===== config.mk =====
export PLATFORM = sky130hd
export DESIGN_NAME = wtsc_ctrl
export DESIGN_NICKNAME = d
export VERILOG_FILES = /design/src/hdl/wtsc_pkg.sv /design/src/hdl/wtsc_ctrl.sv
export SDC_FILE = /design/constraint.sdc
export NUM_CORES = 1
export LEC_CHECK = 0
export ABC_AREA = 0
export BUFFER_PORTS_ARGS = -buffer_cell sky130_fd_sc_hd__buf_4
export CORE_AREA = 2 2 42 44
export CTS_CLUSTER_DIAMETER = 100
export DETAILED_ROUTE_END_ITERATION = 7
export DIE_AREA = 0 0 44 46
export PLACE_DENSITY = 0.75
export SETUP_SLACK_MARGIN = 0.15
export SLEW_MARGIN = 0
export SYNTH_ARGS = -nofsm -noshare
export SYNTH_HDL_FRONTEND = slang
export SYNTH_SLANG_ARGS = --single-unit

===== constraint.sdc =====
create_clock -name clk -period 2.3 [get_ports clk]
set_input_delay 0.46 -clock clk [delete_from_list [all_inputs] [get_ports clk]]
set_output_delay 0.46 -clock clk [all_outputs]
set_load 0.005 [all_outputs]

===== src/hdl/wtsc_pkg.sv =====
// Package: shared codes, command and status types, and calendar helper functions.
package wtsc_pkg;

    // Action codes carried by an input word.
    localparam logic [1:0] ACT_REFRESH = 2'd0;
    localparam logic [1:0] ACT_SHORT   = 2'd1;
    localparam logic [1:0] ACT_LONG    = 2'd2;

    // Key codes.
    localparam logic [1:0] KEY_SAVE = 2'd0;
    localparam logic [1:0] KEY_NEXT = 2'd1;
    localparam logic [1:0] KEY_DOWN = 2'd2;
    localparam logic [1:0] KEY_UP   = 2'd3;

    // Mode codes.
    localparam logic [2:0] MODE_RUN    = 3'd0;
    localparam logic [2:0] MODE_HOUR   = 3'd1;
    localparam logic [2:0] MODE_MINUTE = 3'd2;
    localparam logic [2:0] MODE_SECOND = 3'd3;
    localparam logic [2:0] MODE_YEAR   = 3'd4;
    localparam logic [2:0] MODE_MONTH  = 3'd5;
    localparam logic [2:0] MODE_DAY    = 3'd6;

    // Divisors used by the constant divider.
    localparam logic [16:0] DIV_DAY  = 17'd86400;
    localparam logic [16:0] DIV_HOUR = 17'd3600;
    localparam logic [16:0] DIV_MIN  = 17'd60;
    localparam logic [16:0] DIV_WEEK = 17'd7;

    // Datapath operations issued by the controller.
    typedef enum logic [4:0] {
        OP_NONE,
        OP_LATCH,
        OP_TOGGLE,
        OP_MODE_HOUR,
        OP_MODE_NEXT,
        OP_MODE_PREV,
        OP_FIELDS,
        OP_DAYS,
        OP_SECS,
        OP_SAVE,
        OP_LOAD_COUNT,
        OP_LOAD_T,
        OP_TAKE_DAYS,
        OP_TAKE_HOUR,
        OP_TAKE_MIN,
        OP_TAKE_WD,
        OP_YEAR_STEP,
        OP_MONTH_STEP,
        OP_DAY_SET
    } dp_op_t;

    // Which division the constant divider performs.
    typedef enum logic [1:0] {
        DSEL_DAYS,
        DSEL_HOUR,
        DSEL_MIN,
        DSEL_WEEK
    } div_sel_t;

    typedef struct packed {
        dp_op_t   op;
        logic     div_start;
        div_sel_t div_sel;
        logic     out_load;
    } dp_cmd_t;

    typedef struct packed {
        logic [1:0] action;
        logic [1:0] key;
        logic       editing;
        logic       div_busy;
        logic       t_bad;
        logic       year_more;
        logic       month_more;
    } dp_stat_t;

    typedef struct packed {
        logic [2:0]  mode;
        logic [11:0] year;
        logic [3:0]  month;
        logic [4:0]  day;
        logic [4:0]  hour;
        logic [5:0]  minute;
        logic [5:0]  second;
        logic [2:0]  weekday;
        logic        display_on;
        logic        counter_write;
        logic [31:0] counter_value;
    } res_t;

    // Days before the start of a March-based month index (0 is March).
    function automatic logic [8:0] month_start(input logic [3:0] mp);
        logic [8:0] r;
        case (mp)
            4'd0:    r = 9'd0;
            4'd1:    r = 9'd31;
            4'd2:    r = 9'd61;
            4'd3:    r = 9'd92;
            4'd4:    r = 9'd122;
            4'd5:    r = 9'd153;
            4'd6:    r = 9'd184;
            4'd7:    r = 9'd214;
            4'd8:    r = 9'd245;
            4'd9:    r = 9'd275;
            4'd10:   r = 9'd306;
            4'd11:   r = 9'd337;
            default: r = 9'd0;
        endcase
        return r;
    endfunction

    // Length of a calendar month, 1 to 12.
    function automatic logic [4:0] month_days(input logic [3:0] m, input logic leap);
        logic [4:0] r;
        case (m)
            4'd2:    r = leap ? 5'd29 : 5'd28;
            4'd4,
            4'd6,
            4'd9,
            4'd11:   r = 5'd30;
            default: r = 5'd31;
        endcase
        return r;
    endfunction

endpackage


===== src/hdl/wtsc_ctrl.sv =====
// Controller: sequences decoding, edit arithmetic, divisions, calendar loops and output.
module wtsc_ctrl
    import wtsc_pkg::*;
(
    input  logic     clk,
    input  logic     rst_n,
    input  logic     in_valid,
    output logic     in_ready,
    input  logic     out_ready,
    output logic     out_valid,
    input  dp_stat_t stat,
    output dp_cmd_t  cmd
);

    typedef enum logic [4:0] {
        ST_IDLE,
        ST_DECODE,
        ST_DAYS_CALC,
        ST_SECS_CALC,
        ST_CHECK,
        ST_DAYS_GO,
        ST_DAYS_WAIT,
        ST_HOUR_GO,
        ST_HOUR_WAIT,
        ST_MIN_GO,
        ST_MIN_WAIT,
        ST_WD_GO,
        ST_WD_WAIT,
        ST_YEAR,
        ST_MONTH,
        ST_DONE
    } state_t;

    state_t state_reg;
    state_t state_next;
    logic   out_valid_reg;
    logic   out_valid_next;

    // Next state and datapath command.
    always_comb
    begin
        state_next    = state_reg;
        cmd.op        = OP_NONE;
        cmd.div_start = 1'b0;
        cmd.div_sel   = DSEL_DAYS;
        cmd.out_load  = 1'b0;
        case (state_reg)
            ST_IDLE:
            begin
                if (in_valid)
                begin
                    cmd.op     = OP_LATCH;
                    state_next = ST_DECODE;
                end
            end
            ST_DECODE:
            begin
                state_next = ST_DONE;
                case (stat.action)
                    ACT_REFRESH:
                    begin
                        if (!stat.editing)
                        begin
                            cmd.op     = OP_LOAD_COUNT;
                            state_next = ST_DAYS_GO;
                        end
                    end
                    ACT_SHORT:
                    begin
                        if (!stat.editing)
                        begin
                            if (stat.key == KEY_SAVE)
                            begin
                                cmd.op = OP_TOGGLE;
                            end
                            else if (stat.key == KEY_NEXT)
                            begin
                                cmd.op = OP_MODE_HOUR;
                            end
                        end
                        else if (stat.key == KEY_NEXT)
                        begin
                            cmd.op = OP_MODE_NEXT;
                        end
                        else
                        begin
                            cmd.op     = OP_FIELDS;
                            state_next = ST_DAYS_CALC;
                        end
                    end
                    ACT_LONG:
                    begin
                        if (stat.editing && stat.key == KEY_NEXT)
                        begin
                            cmd.op = OP_MODE_PREV;
                        end
                    end
                    default:
                    begin
                        cmd.op = OP_NONE;
                    end
                endcase
            end
            ST_DAYS_CALC:
            begin
                cmd.op     = OP_DAYS;
                state_next = ST_SECS_CALC;
            end
            ST_SECS_CALC:
            begin
                cmd.op     = OP_SECS;
                state_next = ST_CHECK;
            end
            ST_CHECK:
            begin
                if (stat.key == KEY_SAVE)
                begin
                    cmd.op     = OP_SAVE;
                    state_next = ST_DONE;
                end
                else if (stat.t_bad)
                begin
                    state_next = ST_DONE;
                end
                else
                begin
                    cmd.op     = OP_LOAD_T;
                    state_next = ST_DAYS_GO;
                end
            end
            ST_DAYS_GO:
            begin
                cmd.div_start = 1'b1;
                cmd.div_sel   = DSEL_DAYS;
                state_next    = ST_DAYS_WAIT;
            end
            ST_DAYS_WAIT:
            begin
                if (!stat.div_busy)
                begin
                    cmd.op     = OP_TAKE_DAYS;
                    state_next = ST_HOUR_GO;
                end
            end
            ST_HOUR_GO:
            begin
                cmd.div_start = 1'b1;
                cmd.div_sel   = DSEL_HOUR;
                state_next    = ST_HOUR_WAIT;
            end
            ST_HOUR_WAIT:
            begin
                if (!stat.div_busy)
                begin
                    cmd.op     = OP_TAKE_HOUR;
                    state_next = ST_MIN_GO;
                end
            end
            ST_MIN_GO:
            begin
                cmd.div_start = 1'b1;
                cmd.div_sel   = DSEL_MIN;
                state_next    = ST_MIN_WAIT;
            end
            ST_MIN_WAIT:
            begin
                if (!stat.div_busy)
                begin
                    cmd.op     = OP_TAKE_MIN;
                    state_next = ST_WD_GO;
                end
            end
            ST_WD_GO:
            begin
                cmd.div_start = 1'b1;
                cmd.div_sel   = DSEL_WEEK;
                state_next    = ST_WD_WAIT;
            end
            ST_WD_WAIT:
            begin
                if (!stat.div_busy)
                begin
                    cmd.op     = OP_TAKE_WD;
                    state_next = ST_YEAR;
                end
            end
            ST_YEAR:
            begin
                if (stat.year_more)
                begin
                    cmd.op = OP_YEAR_STEP;
                end
                else
                begin
                    state_next = ST_MONTH;
                end
            end
            ST_MONTH:
            begin
                if (stat.month_more)
                begin
                    cmd.op = OP_MONTH_STEP;
                end
                else
                begin
                    cmd.op     = OP_DAY_SET;
                    state_next = ST_DONE;
                end
            end
            ST_DONE:
            begin
                if (!out_valid_reg || out_ready)
                begin
                    cmd.out_load = 1'b1;
                    state_next   = ST_IDLE;
                end
            end
            default:
            begin
                state_next = ST_IDLE;
            end
        endcase
    end

    // The result register is free once its word is taken.
    always_comb
    begin
        if (cmd.out_load)
        begin
            out_valid_next = 1'b1;
        end
        else if (out_ready)
        begin
            out_valid_next = 1'b0;
        end
        else
        begin
            out_valid_next = out_valid_reg;
        end
    end

    always_ff @(posedge clk or negedge rst_n)
    begin
        if (!rst_n)
        begin
            state_reg     <= ST_IDLE;
            out_valid_reg <= 1'b0;
        end
        else
        begin
            state_reg     <= state_next;
            out_valid_reg <= out_valid_next;
        end
    end

    assign in_ready  = state_reg == ST_IDLE;
    assign out_valid = out_valid_reg;

endmodule


Word level (Yosys, flattened, before mapping)
Cells that the tools add are included.
Operators by class
  muxes and demuxes: 37
  reductions and logical operators: 8
  equality and inequality tests: 26
Operators with widths (count)
  one-hot mux 5 bit (16 select lines): 1
  2-to-1 mux 5 bit: 11
  one-hot mux 5 bit (11 select lines): 1
  2-to-1 mux 4 bit: 11
  equality test 5 x 4 -> 1 bit (second input constant): 8
  equality test 5 x 3 -> 1 bit (second input constant): 4
  != test 2 bit (second input constant): 8
  one-hot mux 5 bit (3 select lines): 1
  one-hot mux 3 bit (4 select lines): 1
  equality test 5 x 2 -> 1 bit (second input constant): 2
  2-to-1 mux 2 bit: 4
  one-hot mux 4 bit (2 select lines): 1
  AND reduction 8 bit: 1
  equality test 5 x 1 -> 1 bit (second input constant): 1
  zero test 5 bit: 1
  2-to-1 mux 1 bit: 5
  equality test 2 x 1 -> 1 bit (second input constant): 2
  zero test 2 bit: 2
  2-to-1 mux 3 bit: 1
  equality test 2 bit (second input constant): 1
  nonzero test 2 bit: 1
  logical AND 1 bit: 1
  zero test 1 bit: 1
  logical OR 1 bit: 1
Storage, ports and cells
  bits of input ports: 13
  bits in registers: 6

Logic depth before layout (Yosys ltp)
  depth in word-level cells: 6
  gate-level depth with buffers: 7
  depth with buffers taken out: 5

Worst setup path before layout
No wires, ideal clock.
  kind: register to output
  start: register state_reg[1]
  end: output port cmd[0] (netlist name)
  cell stages (with the launch flop): 7
  required time: 1.840 ns
  path buffers: 4
  arrival time: 1.536 ns
  path slack: 0.304 ns
  cells stage by stage: dfrtp_1 clkbuf_1 clkbuf_1 buf_1 nand2_1 nor3_1 buf_4
RTL lines
  start, declared: line wtsc_ctrl.sv:34  | state_t state_reg;
  start signal, assigned: line wtsc_ctrl.sv:251  | state_reg <= state_next;
  end, declared: line wtsc_ctrl.sv:12  | output dp_cmd_t cmd

==> impl_results.md <==
- Status: complete, no violations
- Routability-driven placement congestion ratio: 0.816
- Top cell type's share of synthesized area: 17.1%
- Drt via density: slightly below 6
- Hold WS: 0.540 ns
- Die height: 46 um
- Max FFs per register: 4
- Setup crit start kind: flip-flop
- Initial Util: 45.4%
- Setup ws final: 0.242 ns
- Worst-skew pair later-pin latency: ~0.25 ns
- Hold path cells: 3
- I/O pin cnt: 24
- Mapped Cells: 98
- Estimated wirelength of the detail-placed design: 1390 um
- Reg clk slew, reported paths: about 0.05 ns
- Clock Path Buffers: 2
- Count leader, synth: o21ai_0
- Register Area: roughly 130 um2
- DRT iter0 DRCs: 20
- CP Class: flip-flop to primary output
- Core ar.: 1610 um2
- Layout cells sized above 1: 38.4%
- Static leakage: 0.420 nW
- GRT Util Overall: 21.4%
- Yosys cell types: 43
- Residual DRC count: 0
- DIE WIDTH: around 44 um
- Main area contributors after synthesis: dfrtp_1 17%, o21ai_0 6.8%, nor2b_1 6.0%, mux2i_1 5.5%, a21oi_1 4.1%
- Max frequency: 486 MHz
- Std cell rows: 15
- Worst hold path class: input pin to flip-flop
- CTS tree: built
- Clock root buffer master: clkbuf_4
- Routed WL per cell: 13.8 um
- Antenna-violating nets left: 0
- Pre-CTS setup slack: 0.313 ns
- Count of final setup violators: 0
- Worst reg2reg path depth: 5
- Ys Warns: 0
- Area of the multi-input gates: 573 um2
- Max Transition Viols Final: 0
- First drt pass iteration count: 4
- TritonCTS Buffers: 3
- Layout area overhead: 37.2%
- Ys flop type: dfrtp_1
- Rel. slew slack: 70.6%
- Peak VDD IR: 935 uV
- Crit path DAT: 1.60 ns
- Period Utilization, post-route: 89.5%
- PD cells: 1350 nW/um2
- Final #Nets: 139
- Synth Register Bits: 5
- Final Hold Fails: 0
- Area leader, netlist: dfrtp_1
- # clock sinks: 5
- Worst Path Required: 1.84 ns
- Largest net degree at the start of global routing: 20
- Setup_tns: 0 ns
- Worst Path Max Fanout: 10
- Top cells by count, synth: 10 x o21ai_0, 7 x nand2_1, 7 x nor2b_1
- Max-cap violations: 0
- Die ar.: 2020 um2
- Ys async rst share: between 90% and 100%
- Number of synthesized flops with an enable pin: 0
- First-pass GRT wire length: 3250 um
- Fin crit period: 2.06 ns
- Synthesized area per cell: 7.48 um2
- Sequential share of the synthesized area: 17.1%
- Routed WL: 1950 um
- Clock Skews: 0.0120 ns
- Number of global-route vias before repair: about 740
- Crit. End Element: primary output
- Syn Nets: ~110
- IO buf count: 23
- Mapped Area: 733 um2
- DR vias: 826
- RSZ-0062 raised after global routing: false
- FILL cells: about 140
- # diodes: 0
- Actual slew at the worst max-slew pin: ~0.44 ns
- Grt total ovfl: 0
- Initial antenna violation count: 0
- H-tree depth: 1
==> per-stage QoR <==
stage	instances	area (um2)	power, W	util [%]
after floorplan	98	733	0.000859	-
after global placement	133	908	0.00112	56.3
after detailed placement	133	908	0.00113	56.3
after CTS	138	956	0.00127	59.2
after global routing	142	1010	0.00148	62.3
final	142	1010	0.00135	62.3
==> placed cells by master (no fill, tap or decap), drive strengths merged, types with 3 or more instances in the layout <==
| cell type | count |
|---|---|
| a21oi | 6 |
| a31oi | 3 |
| buf | 32 |
| clkbuf | 4 |
| dfrtp | 5 |
| mux2i | 4 |
| nand2 | 7 |
| nand3 | 4 |
| nor2 | 6 |
| nor2b | 7 |
| nor3 | 4 |
| o21ai | 10 |
==> cell type report <==
type                       instances  share of cell area (%)
timing repair buffer              33                    25.2
inverter                           1                   0.373
clock buffer                       4                    2.61
tap                               17                    2.11
multi-input combinational         82                    57.0
sequential                         5                    12.7
==> final timing paths <==
kind	from	to	slack, ns
setup / recovery	state_reg[2]	cmd[5]	0.24
hold / removal	out_ready	out_valid	0.54
setup reg to reg	state_reg[1]	state_reg[0]	0.47
hold reg to reg	state_reg[3]	out_valid	0.70
max in group asynchronous	rst_n	state_reg[1]	1.62
min in group asynchronous	rst_n	out_valid	0.55
==> metal layers <==
metal / part of all wire [%] / GRT usage, % / routed length [um] / vias to the layer above
met5: 0 / 0 / 0 / -
met4: 0 / 6.06 / 0 / 0
met3: 4.9 / 3.57 / 95 / 0
met2: 49 / 33.2 / 953 / 25
met1: 46 / 30.2 / 904 / 385
li1: - / - / - / 416
==> critical path, stage by stage (launching register included) <==
cell	delay, ns
dfrtp_1	0.38
buf_6	0.15
buf_4	0.15
mux2_2	0.26
a2bb2oi_1	0.12
o21ai_0	0.16
buf_4	0.13
==> cell families (layout without fill, tap and decap cells) <==
family | Yosys count | after routing | share of synthesized area [%]
compound gates | 32 | 32 | 30.4
xor+xnor | 2 | 2 | 2.39
fa+ha+maj | 1 | 1 | 1.37
buf+inv | 11 | 38 | 8.19
flops | 5 | 5 | 17.1
mux | 6 | 6 | 9.04
simple gates | 41 | 41 | 31.6
==> report_power, final <==
part           switching [W]  leakage, nW  total (W)  internal, W
registers          0.0000982       0.0569   0.000235     0.000137
clock network      0.0000381       0.0150   0.000104    0.0000657
logic               0.000476        0.348    0.00102     0.000540
==> timing repair <==
item / 4_1_cts / 5_1_grt
setup endpoints to repair: 2 / 4
resized for setup: 4 / 5
setup buffers: 0 / 4
gates cloned: 0 / 0
hold buffers: 1 / 0
pin swaps: 1 / 1
endpoints found under the hold margin: 2 / 0
(Power assumes the default switching activity.)
